==> config.mk <==
export PLATFORM = sky130hd
export DESIGN_NAME = svna_front
export DESIGN_NICKNAME = d
export VERILOG_FILES = /design/src/smooth_vertex_normal_accumulator_core_defines.svh /design/src/svna_pkg.sv /design/src/svna_front.sv
export SDC_FILE = /design/constraint.sdc
export NUM_CORES = 1
export LEC_CHECK = 0
export BUFFER_PORTS_ARGS = -buffer_cell sky130_fd_sc_hd__buf_2
export CELL_PAD_IN_SITES_DETAIL_PLACEMENT = 1
export CELL_PAD_IN_SITES_GLOBAL_PLACEMENT = 1
export CORE_MARGIN = 2
export CORE_UTILIZATION = 45
export CTS_CLUSTER_SIZE = 25
export DETAILED_ROUTE_END_ITERATION = 10
export GPL_ROUTABILITY_DRIVEN = 0
export PLACE_DENSITY_LB_ADDON = 0.1
export SYNTH_ARGS = -nofsm -noshare
export SYNTH_HDL_FRONTEND = slang
export SYNTH_SLANG_ARGS = --single-unit
==> constraint.sdc <==
create_clock -name i_clk -period 3.7 [get_ports i_clk]
set_input_delay 0.37 -clock i_clk [delete_from_list [all_inputs] [get_ports i_clk]]
set_output_delay 0.37 -clock i_clk [all_outputs]
set_load 0.005 [all_outputs]
==> src/smooth_vertex_normal_accumulator_core_defines.svh <==
// assertion macros used by the normal accumulator back end
`ifndef SMOOTH_VERTEX_NORMAL_ACCUMULATOR_CORE_DEFINES_SVH
`define SMOOTH_VERTEX_NORMAL_ACCUMULATOR_CORE_DEFINES_SVH
// implication checked on every rising clock edge outside reset
`define SVN_ASSERT_IMP(lbl, clk, rst_n, lhs, rhs) \
    lbl: assert property (@(posedge clk) disable iff (!rst_n) (lhs) |-> (rhs)) \
        else $error("assertion failed");
// next-cycle implication checked outside reset
`define SVN_ASSERT_NEXT(lbl, clk, rst_n, lhs, rhs) \
    lbl: assert property (@(posedge clk) disable iff (!rst_n) (lhs) |=> (rhs)) \
        else $error("assertion failed");
`endif

==> src/svna_pkg.sv <==
// package: widths, kinds and shared types of the normal accumulator
package svna_pkg;
    localparam int MaxVertices = 1024;
    localparam int IdxBits     = 10;
    localparam int CountBits   = 8;
    localparam int PosBits     = 24;
    localparam int UnitBits    = 16;
    localparam int SumBits     = 24;
    localparam int UnitOne     = 16384;
    localparam int QueueDepth  = 4;
    localparam int QueuePtrBits = 2;

    localparam logic [1:0] KIND_WRITE = 2'd0;
    localparam logic [1:0] KIND_TRI   = 2'd1;
    localparam logic [1:0] KIND_QUERY = 2'd2;
    localparam logic [1:0] KIND_CLEAR = 2'd3;

    typedef struct packed {
        logic [1:0]             kind;
        logic [IdxBits-1:0]     vertex_index;
        logic signed [PosBits-1:0] pos_x;
        logic signed [PosBits-1:0] pos_y;
        logic signed [PosBits-1:0] pos_z;
        logic [IdxBits-1:0]     corner_a;
        logic [IdxBits-1:0]     corner_b;
        logic [IdxBits-1:0]     corner_c;
    } t_cmd;

    typedef struct packed {
        logic signed [UnitBits-1:0] nrm_x;
        logic signed [UnitBits-1:0] nrm_y;
        logic signed [UnitBits-1:0] nrm_z;
        logic                       no_faces;
    } t_res;

    // queue status inside the front
    typedef struct packed {
        logic push;
        logic full;
    } t_qstat;
endpackage

==> src/svna_front.sv <==
// front: accepts command beats into a short queue
module svna_front import svna_pkg::*; (
    input  logic       i_clk,
    input  logic       i_rst_n,
    input  logic       i_valid,
    input  t_cmd       i_cmd,
    output logic       o_ready,
    input  logic       i_pop,
    output logic       o_avail,
    output t_cmd       o_cmd
);
    t_cmd r_q [QueueDepth];
    logic [QueuePtrBits-1:0] r_wp, r_rp;
    logic [QueuePtrBits:0]   r_cnt;
    t_qstat st;

    assign st.full  = (r_cnt == 3'(QueueDepth));
    assign st.push  = i_valid && !st.full;
    assign o_ready  = !st.full;
    assign o_avail  = (r_cnt != '0);
    assign o_cmd    = r_q[r_rp];

    always_ff @(posedge i_clk) begin
        if (st.push) r_q[r_wp] <= i_cmd;
        if (!i_rst_n) begin
            r_wp <= '0; r_rp <= '0; r_cnt <= '0;
        end else begin
            if (st.push) r_wp <= r_wp + 1'b1;
            if (i_pop)   r_rp <= r_rp + 1'b1;
            r_cnt <= r_cnt + {2'b0, st.push} - {2'b0, i_pop};
        end
    end
endmodule

==> results of run 1 <==
worst max-delay path, cell delays in order, from the launching register on:
cell,delay [ns]
sky130_fd_sc_hd__dfxtp_1,0.42
sky130_fd_sc_hd__nor2_1,0.10
sky130_fd_sc_hd__a21boi_1,0.59
sky130_fd_sc_hd__inv_1,0.10
sky130_fd_sc_hd__ha_1,0.30
sky130_fd_sc_hd__inv_1,0.06
sky130_fd_sc_hd__ha_1,0.16
sky130_fd_sc_hd__inv_1,0.07
sky130_fd_sc_hd__fa_1,0.41
sky130_fd_sc_hd__xnor2_1,0.15
sky130_fd_sc_hd__xnor2_1,0.12
sky130_fd_sc_hd__and2_1,0.16
sequential cells by signal, summed over array words and instances, names as in the netlist, named ones only:
name and cells:
r_rp 2, r_cnt 3, r_wp 2, r_q 456
power by group through the flow:
stage          logic (W)  clock network, W  registers, W
3_3_place_gp     0.00156                 0       0.00658
2_1_floorplan   0.000875                 0       0.00657
6_report         0.00163           0.00465       0.00651
5_1_grt          0.00178           0.00494       0.00655
3_5_place_dp     0.00160                 0       0.00662
4_1_cts          0.00169           0.00477       0.00651
through the flow:
step	setup slack (ns)	hold WS [ns]	power (W)	util (%)	area [um2]
after floorplan	0.9448	0.4677	0.007445	-	16920
after global placement	1.136	0.4777	0.008134	50.08	18690
after detailed placement	0.9243	0.4959	0.008219	50.08	18690
after CTS	0.9125	0.00009670	0.01297	56.53	21090
after global routing	0.7457	0.004339	0.01328	56.55	21100
final	0.9522	0.02712	0.01279	56.55	21100
kinds of logic (layout without fill, tap and decap cells):
family          Yosys count  in the layout  synth area share [%]
flops                   465            465                 82.01
other cells               0              3                     0
compound gates            1              1               0.04440
simple gates             18             18                0.5621
mux                     116            116                 15.30
buf+inv                  32            424                 1.317
fa+ha+maj                 7              7                0.5621
xor+xnor                  4              4                0.2071
synth_stat cells:
cell | number | area, um2
sky130_fd_sc_hd__mux2i_1 | 2 | 20.02
sky130_fd_sc_hd__inv_1 | 5 | 18.77
sky130_fd_sc_hd__nor2_1 | 1 | 3.750
sky130_fd_sc_hd__xnor2_1 | 3 | 26.28
sky130_fd_sc_hd__mux4_2 | 114 | 2567
sky130_fd_sc_hd__nor2b_1 | 1 | 6.260
sky130_fd_sc_hd__xor2_1 | 1 | 8.760
sky130_fd_sc_hd__buf_6 | 1 | 11.26
sky130_fd_sc_hd__buf_2 | 13 | 65.06
sky130_fd_sc_hd__or3_1 | 1 | 6.260
sky130_fd_sc_hd__ha_1 | 6 | 75.07
sky130_fd_sc_hd__a21boi_1 | 1 | 7.510
sky130_fd_sc_hd__and2_1 | 9 | 56.30
sky130_fd_sc_hd__fa_1 | 1 | 20.02
sky130_fd_sc_hd__nand2_1 | 6 | 22.52
sky130_fd_sc_hd__clkbuf_1 | 6 | 22.52
sky130_fd_sc_hd__edfxtp_1 | 456 | 13690
sky130_fd_sc_hd__dfxtp_1 | 9 | 180.2
sky130_fd_sc_hd__buf_8 | 7 | 105.1
how the worst max path moves through the flow:
stage / slack, ns / start / endpoint / cells after the start
floorplan: 0.94 / r_cnt[1] / r_q[0][0] / 3
global placement: 1.14 / r_cnt[1] / r_cnt[2] / 11
detailed placement: 0.92 / r_cnt[1] / r_cnt[2] / 11
CTS: 0.91 / r_cnt[1] / r_cnt[2] / 11
global route: 0.75 / r_cnt[1] / r_cnt[2] / 11
finish: 0.95 / r_cnt[1] / r_cnt[2] / 11
cell type report:
cell class	count	area share, %
Sequential cell	465	65.79
Multi-Input combinational cell	146	13.41
Timing Repair Buffer	336	10.73
Clock buffer	58	5.972
Tap cell	474	2.811
Clock inverter	25	1.156
Inverter	5	0.08895
Antenna cell	3	0.03558
metal layers:
layer  track usage (%)  vias up  part of all wire (%)
met2             30.96      210                    50
li1                  -     3485                     -
met5                 0        -                     0
met3             5.416       54                   6.7
met1             23.85     4227                    41
met4             5.569        0                   2.4
timing repair:
action | CTS | global route
buffers inserted | 0 | 0
hold buffers | 90 | 0
hold endpoints to repair | 339 | 0
==> flow_metrics.tcl, run 1 <==
set metrics [dict create \
    clock_power_share_pct 36.3 \
    cts.sink_count 465 \
    area.sequential_mm2 0.01388 \
    comb_power_share_pct 12.8 \
    setup_total_negative_slack_ns 0 \
    worst-path-max-fanout 7 \
    crit_required_ns 4.15 \
    post-place-cells 1336 \
    most_frequent_cells_in_the_layout "sky130_fd_sc_hd__edfxtp_1 (456), sky130_fd_sc_hd__buf_2 (233), sky130_fd_sc_hd__mux4_2 (114), sky130_fd_sc_hd__dlygate4sd3_1 (90), sky130_fd_sc_hd__clkbuf_16 (49)" \
    ioPinCount 234 \
    antenna_found_initial 4 \
    via_count_of_the_first_global_routing_pass 8952 \
    power.static_leakage_nw 7.141 \
    timing.final.hold_violations 0 \
    syn-cell-area_mm2 0.01692 \
    overflow 0 \
    critPathArrivalTime_ns 3.20 \
    post_route_cells_drive_above_1_share_pct 41.45 \
    first_pass_drt_iterations 6 \
    grt.total_usage_pct 18.59 \
    ys_warn_count 0 \
    path_class "reg -> reg" \
    rsz0062_at_grt "no" \
    syn_area_per_cell_um2 26.31 \
    fillCellCount 3229 \
    report.final.slew_viol_count 0 \
    rows 71 \
    routed_wire_length_mm 35.30 \
    final_net_count 1127 \
    clkLatencyLatePin_ns 0.58 \
    run_status "finished clean" \
    cts.path.max_buffers 3 \
    drt_first_iter_violations 390 \
    place.port_buffers 233 \
    power.net_switching_w 0.002895 \
    power_report.internal_total_w 0.009893 \
    floorplan.die.width_um 197.9 \
    ff2ff_setup_slack_ns 0.95 \
    hold_startpoint "i_cmd[21]" \
    finalCriticalPeriod_ns 2.748 \
    worst_pin_slew_ns 0.7595 \
    post_drt_via_cell_ratio 5.275 \
    detailroute.via_count 7976 \
    die_height_um 197.9 \
    mappedNetlistNets 768 \
    synth_seq_cells 465 \
    share_seq_of_total_power_pct 50.9 \
    non_filler_instance_count_after_layout 1512 \
    critical_path.reg2reg.startpoint "r_cnt[1]" \
    report.final.setup_viol 0 \
    global_route_wire_length_before_repair_mm 53.56 \
    worstSetupEndpointType "flip-flop" \
    max_slew_margin_pct 49.37 \
    final_common_cell "sky130_fd_sc_hd__edfxtp_1" \
    synthesis.instances 643 \
    worst-r2r-cell-count 11 \
    hold-path-cell-count 1 \
    critical_path.startpoint_type "flip-flop" \
    vdd_ir_drop_max_v 0.0003848 \
    grt_start_max_net_pins 115 \
    clockRootBuffer "sky130_fd_sc_hd__clkbuf_16" \
    clock_tree.htree_level_count 2 \
    drc 0 \
    seq_area_frac_synth_pct 82.01 \
    resized_gates_after_cts 0 \
    cts_inserted_buffers 48 \
    rr_endpoint "r_cnt[2]" \
    min_to "r_q[2][21]" \
    detailed_place_hpwl_mm 21.20 \
    fin_worst_skew_ns 0.02005 \
    clkTransAtPathRegs_ns 0.06 \
    die-area_mm2 0.03916 \
    wl_per_cell_um 23.35 \
    start_util_pct 45.34 \
    power_density_mw_per_mm2 606.1 \
    antenna_left 0 \
    fmax_mhz 363.9 \
    syn_to_final_growth_pct 24.73 \
    cts_tree "yes" \
    switching_share_pct 22.64 \
    cap_viol_max_count 0 \
    multiInputGateArea_mm2 0.002830 \
    worstHoldPathType "in -> reg" \
    yosys.cell_types.count 19 \
    placeableCoreArea_mm2 0.03731 \
    post-route-period-util_pct 74.26 \
]
Note: power is estimated with default switching activity, not from simulation.
==> run 2, diff against run 1 <==
==> constraint.sdc (replaced) <==
create_clock -name i_clk -period 2.3 [get_ports i_clk]
set_input_delay 0.23 -clock i_clk [delete_from_list [all_inputs] [get_ports i_clk]]
set_output_delay 0.23 -clock i_clk [all_outputs]
set_load 0.005 [all_outputs]
==> flow_metrics.tcl, run 2 (same netlist as run 1, synthesis figures left out) <==
set metrics [dict create \
    run_status "finished clean" \
    dpl_worst_slack_ns 0.01130 \
    largest_register_ffs 456 \
    detailed_place_hpwl_mm 20.93 \
    post_drt_via_cell_ratio 5.168 \
    critical-path-slowest-cell "sky130_fd_sc_hd__mux4_2" \
    post_route_cells_drive_above_1_share_pct 41.57 \
    via_count_of_the_first_global_routing_pass 9076 \
    report.final.setup_viol 0 \
    power.net_switching_w 0.004602 \
    syn_to_final_growth_pct 27.74 \
    ioPinCount 234 \
    highest_cell_delay_on_the_worst_timing_path_ns 0.54 \
    start_util_pct 45.34 \
    drc 0 \
    worst_pin_slew_ns 0.3301 \
    clkTransAtPathRegs_ns 0.06 \
    rsz0062_at_grt "yes" \
    grt.total_usage_pct 18.36 \
    finalCriticalPeriod_ns 2.228 \
    cts_inserted_buffers 47 \
    worstSetupEndpointType "output port" \
    detailroute.via_count 8036 \
    post-route-period-util_pct 96.85 \
    placeableCoreArea_mm2 0.03731 \
    max_slew_margin_pct 78.00 \
    worst-path-max-fanout 8 \
    area.sequential_mm2 0.01389 \
    multiInputGateArea_mm2 0.002844 \
    overflow 0 \
    antenna_found_initial 2 \
    placed_cell_area_mm2 0.01887 \
    first_pass_drt_iterations 4 \
    most_frequent_cells_in_the_layout "sky130_fd_sc_hd__edfxtp_1 (456), sky130_fd_sc_hd__buf_2 (227), sky130_fd_sc_hd__mux4_2 (114), sky130_fd_sc_hd__dlygate4sd3_1 (114), sky130_fd_sc_hd__clkbuf_16 (52)" \
    drt_first_iter_violations 413 \
    cts_tree "yes" \
    setup_total_negative_slack_ns 0 \
    report.final.slew_viol_count 0 \
    timing.final.hold_violations 0 \
    place.port_buffers 233 \
    cts.path.max_buffers 3 \
    wl_per_cell_um 23.02 \
    cts.sink_count 465 \
    rows 71 \
    comb_power_share_pct 14.3 \
    fillCellCount 3191 \
    die_height_um 197.9 \
    clkLatencyLatePin_ns 0.56 \
    critPathArrivalTime_ns 2.00 \
    critical_path.startpoint_type "flip-flop" \
    routed_wire_length_mm 35.79 \
    path_class "reg -> out" \
    final_common_cell "sky130_fd_sc_hd__edfxtp_1" \
    clock_tree.htree_level_count 2 \
    setup_ws_ns 0.07239 \
    switching_share_pct 22.80 \
    floorplan.die.width_um 197.9 \
    power.static_leakage_nw 7.357 \
    clock_power_share_pct 33.9 \
    clockRootBuffer "sky130_fd_sc_hd__clkbuf_16" \
    final_cell_area_mm2 0.02161 \
    share_seq_of_total_power_pct 51.8 \
    grt_start_max_net_pins 47 \
    worstHoldPathType "in -> reg" \
    crit_required_ns 2.07 \
    vdd_ir_drop_max_v 0.0006791 \
    fmax_mhz 448.9 \
    power_density_mw_per_mm2 934.0 \
    cap_viol_max_count 0 \
    die-area_mm2 0.03916 \
    critical_path.cell_chain "buf_4 > buf_16 > mux4_2 > buf_2" \
    final_net_count 1170 \
    most_flops_register "r_q" \
    fin_worst_skew_ns 0.01454 \
    largestRegisters "r_q x456, r_cnt x3" \
    global_route_wire_length_before_repair_mm 53.59 \
    antenna_left 0 \
    power_report.internal_total_w 0.01558 \
]
run 2: final cells by class:
class                      instances  area share [%]
sequential                       465           64.26
timing repair buffer             380           13.40
multi-input combinational        146           13.16
clock buffer                      68           6.004
tap                              474           2.744
clock inverter                    16          0.3300
inverter                           5         0.08685
antenna                            1         0.01158
run 2: worst paths after layout:
kind	from	to	slack (ns)	cells past startpoint
setup reg to reg	r_cnt[1]	r_cnt[2]	0.15	11
setup / recovery	flip-flop	o_cmd[69]	0.07	4
hold / removal	i_rst_n	r_cnt[1]	0.03	2
hold reg to reg	r_wp[1]	r_wp[1]	0.52	2
run 2: per-stage QoR:
stage | hold WS [ns] | power [W] | utilization (%) | instances
floorplan | 0.3289 | 0.01198 | - | 643
global placement | 0.4389 | 0.01315 | 50.58 | 1344
detailed placement | 0.4491 | 0.01328 | 50.58 | 1344
CTS | 0.002877 | 0.02033 | 57.39 | 1542
global route | 0.03680 | 0.02099 | 57.92 | 1555
finish | 0.02949 | 0.02018 | 57.92 | 1555
run 2: routing by layer:
layer	track usage [%]	wire length [um]	vias up
met5	0	13	-
met3	4.071	1829	54
met4	5.792	791	2
met2	31.26	18280	208
met1	23.73	14870	4213
li1	-	-	3559
run 2: power by group through the flow:
stage	sequential (W)	combinational, W	clock (W)
after floorplan	0.0106	0.00141	0
final	0.0105	0.00289	0.00684
after detailed placement	0.0106	0.00265	0
after global routing	0.0105	0.00314	0.00732
after CTS	0.0105	0.00285	0.00703
after global placement	0.0106	0.00259	0
run 2: worst max-delay path: cells and delay by family (launching register included):
kind	cells	cell delay, ns
muxes	1	0.54
DFF	1	0.40
buffers and inverters	3	0.50
run 2: timing repair:
action                                  CTS  global route
hold buffers                            114             0
buffers inserted                          0             8
endpoints found under the setup margin   38            90
resized for setup                         6             9
pin swaps                                 0             1
cloned                                    0             4
hold endpoints to repair                456             0
==> run 3, diff against run 2 <==
--- a/config.mk
+++ b/config.mk
@@ -6,6 +6,7 @@
 export NUM_CORES = 1
 export LEC_CHECK = 0
 export BUFFER_PORTS_ARGS = -buffer_cell sky130_fd_sc_hd__buf_2
+export CAP_MARGIN = 10
 export CELL_PAD_IN_SITES_DETAIL_PLACEMENT = 1
 export CELL_PAD_IN_SITES_GLOBAL_PLACEMENT = 1
 export CORE_MARGIN = 2
@@ -14,6 +15,7 @@
 export DETAILED_ROUTE_END_ITERATION = 10
 export GPL_ROUTABILITY_DRIVEN = 0
 export PLACE_DENSITY_LB_ADDON = 0.1
+export REMOVE_ABC_BUFFERS = 1
 export SYNTH_ARGS = -nofsm -noshare
 export SYNTH_HDL_FRONTEND = slang
 export SYNTH_SLANG_ARGS = --single-unit
==> flow_metrics.tcl, run 3 (same netlist as run 1, synthesis figures left out) <==
set metrics [dict create \
    run_status "finished clean" \
    critical_path.startpoint_type "flip-flop" \
    cts_inserted_buffers 47 \
    path_class "reg -> out" \
    hold-path-cell-count 3 \
    drt_first_iter_violations 342 \
    post_drt_via_cell_ratio 5.270 \
    final_cell_area_mm2 0.02169 \
    via_count_of_the_first_global_routing_pass 9363 \
    power.static_leakage_nw 7.406 \
    clkLatencyLatePin_ns 0.56 \
    most_frequent_cells_in_the_layout "sky130_fd_sc_hd__edfxtp_1 (456), sky130_fd_sc_hd__buf_2 (231), sky130_fd_sc_hd__dlygate4sd3_1 (115), sky130_fd_sc_hd__mux4_2 (114), sky130_fd_sc_hd__clkbuf_16 (53)" \
    power_density_mw_per_mm2 937.9 \
    overflow 0 \
    critical_path.reg2reg.startpoint "r_cnt[0]" \
    wl_per_cell_um 23.55 \
    syn_to_final_growth_pct 28.20 \
    report.final.slew_viol_count 0 \
    worst-path-max-fanout 9 \
    fillCellCount 3206 \
    most_flops_register "r_q" \
    worst_pin_slew_ns 0.4330 \
    setup_ws_ns 0.03851 \
    largestRegisters "r_q x456, r_cnt x3" \
    drc 0 \
    die_height_um 197.9 \
    start_util_pct 45.34 \
    clock_tree.htree_level_count 2 \
    fmax_mhz 442.2 \
    worstHoldPathType "in -> reg" \
    timing.final.hold_violations 0 \
    ff2ff_setup_slack_ns 0.15 \
    detailed_place_hpwl_mm 21.37 \
    place.port_buffers 233 \
    cts.sink_count 465 \
    grt.total_usage_pct 18.81 \
    placeableCoreArea_mm2 0.03731 \
    max_slew_margin_pct 71.13 \
    dpl_worst_slack_ns 0.1418 \
    post-route-period-util_pct 98.33 \
    final_net_count 1173 \
    report.final.setup_viol 0 \
    crit_required_ns 2.07 \
    cts.path.max_buffers 3 \
    worstSetupEndpointType "output port" \
    floorplan.die.width_um 197.9 \
    placed_cell_area_mm2 0.01887 \
    critPathArrivalTime_ns 2.03 \
    rsz0062_at_grt "yes" \
    detailroute.via_count 8232 \
    post_route_cells_drive_above_1_share_pct 41.66 \
    cap_viol_max_count 0 \
    clockRootBuffer "sky130_fd_sc_hd__clkbuf_16" \
    final_common_cell "sky130_fd_sc_hd__edfxtp_1" \
    grt_start_max_net_pins 66 \
    worst-r2r-cell-count 11 \
    fin_worst_skew_ns 0.009517 \
    routed_wire_length_mm 36.79 \
    rr_endpoint "r_cnt[2]" \
    antenna_left 0 \
    rows 71 \
    hold_startpoint "i_pop" \
    antenna_found_initial 3 \
    die-area_mm2 0.03916 \
    ioPinCount 234 \
    global_route_wire_length_before_repair_mm 54.46 \
    finalCriticalPeriod_ns 2.261 \
    clkTransAtPathRegs_ns 0.06 \
    first_pass_drt_iterations 4 \
    largest_register_ffs 456 \
    vdd_ir_drop_max_v 0.0006105 \
    cts_tree "yes" \
]
## run 3: cell count changes in the layout (fill, tap and decap cells not counted), moves of 2 or more
cell and delta:
sky130_fd_sc_hd__clkinv_2 +3, sky130_fd_sc_hd__buf_6 -2, sky130_fd_sc_hd__clkbuf_1 -8, sky130_fd_sc_hd__buf_4 -2, sky130_fd_sc_hd__diode_2 +2, sky130_fd_sc_hd__buf_2 +4
sky130_fd_sc_hd__clkinv_1 +5, sky130_fd_sc_hd__dfxtp_1 +2
## run 3: layout make-up
| class | instances | area, um2 | share of cell area, % |
|---|---|---|---|
| Sequential cell | 465 | 13880 | 64.01 |
| Timing Repair Buffer | 383 | 2942 | 13.56 |
| Multi-Input combinational cell | 146 | 2834 | 13.07 |
| Clock buffer | 60 | 1267 | 5.844 |
| Tap cell | 474 | 593.1 | 2.735 |
| Clock inverter | 26 | 143.9 | 0.6635 |
| Inverter | 5 | 18.77 | 0.08654 |
| Antenna cell | 3 | 7.507 | 0.03462 |
## run 3: through the flow
step | hold slack, ns | instances | total power, W | TNS (ns) | util, %
2_1_floorplan | 0.3289 | 616 | 0.01207 | -1154.16 | -
3_3_place_gp | 0.4378 | 1347 | 0.01313 | 0 | 50.57
3_5_place_dp | 0.4453 | 1347 | 0.01329 | 0 | 50.57
4_1_cts | 0.04421 | 1550 | 0.02055 | -4.013 | 57.64
5_1_grt | 0.07925 | 1560 | 0.02113 | -0.3257 | 58.11
6_report | 0.08383 | 1562 | 0.02034 | 0 | 58.13
## run 3: how the worst max path moves through the flow
stage	start	endpoint	slack, ns	cells after the start
2_1_floorplan	flip-flop	o_cmd[0]	-3.32	1
3_3_place_gp	r_cnt[0]	r_cnt[2]	0.22	11
3_5_place_dp	r_cnt[0]	r_cnt[2]	0.14	11
4_1_cts	flip-flop	o_cmd[71]	-0.09	3
5_1_grt	flip-flop	o_cmd[23]	-0.03	3
6_report	flip-flop	o_cmd[84]	0.04	4
## run 3: power by group
group | leakage [nW] | internal (W) | total (W) | switching (W)
Clock | 0.701 | 0.00399 | 0.00701 | 0.00302
Combinational | 2.45 | 0.00143 | 0.00288 | 0.00145
Sequential | 4.25 | 0.0102 | 0.0104 | 0.000211
## run 3: what timing repair did
item                       CTS  global route
setup endpoints to repair  101            90
resized for setup            6             4
hold buffers               115             0
gates cloned                 1             5
pin swaps                    0             1
buffers inserted             1             4
hold endpoints to repair   458             0
## run 3: worst max-delay path, cell delays in order (launching register included)
cell and delay [ns]:
sky130_fd_sc_hd__dfxtp_4 0.45, sky130_fd_sc_hd__buf_4 0.18, sky130_fd_sc_hd__clkbuf_16 0.18, sky130_fd_sc_hd__mux4_2 0.50
sky130_fd_sc_hd__buf_2 0.16
## run 3: per-layer routing
layer | global-route usage [%] | up-vias | wire [um]
met4 | 6.154 | 0 | 754
met3 | 3.935 | 53 | 1803
met5 | 0 | - | 0
met2 | 32.45 | 202 | 18670
met1 | 23.94 | 4383 | 15570
li1 | - | 3594 | -
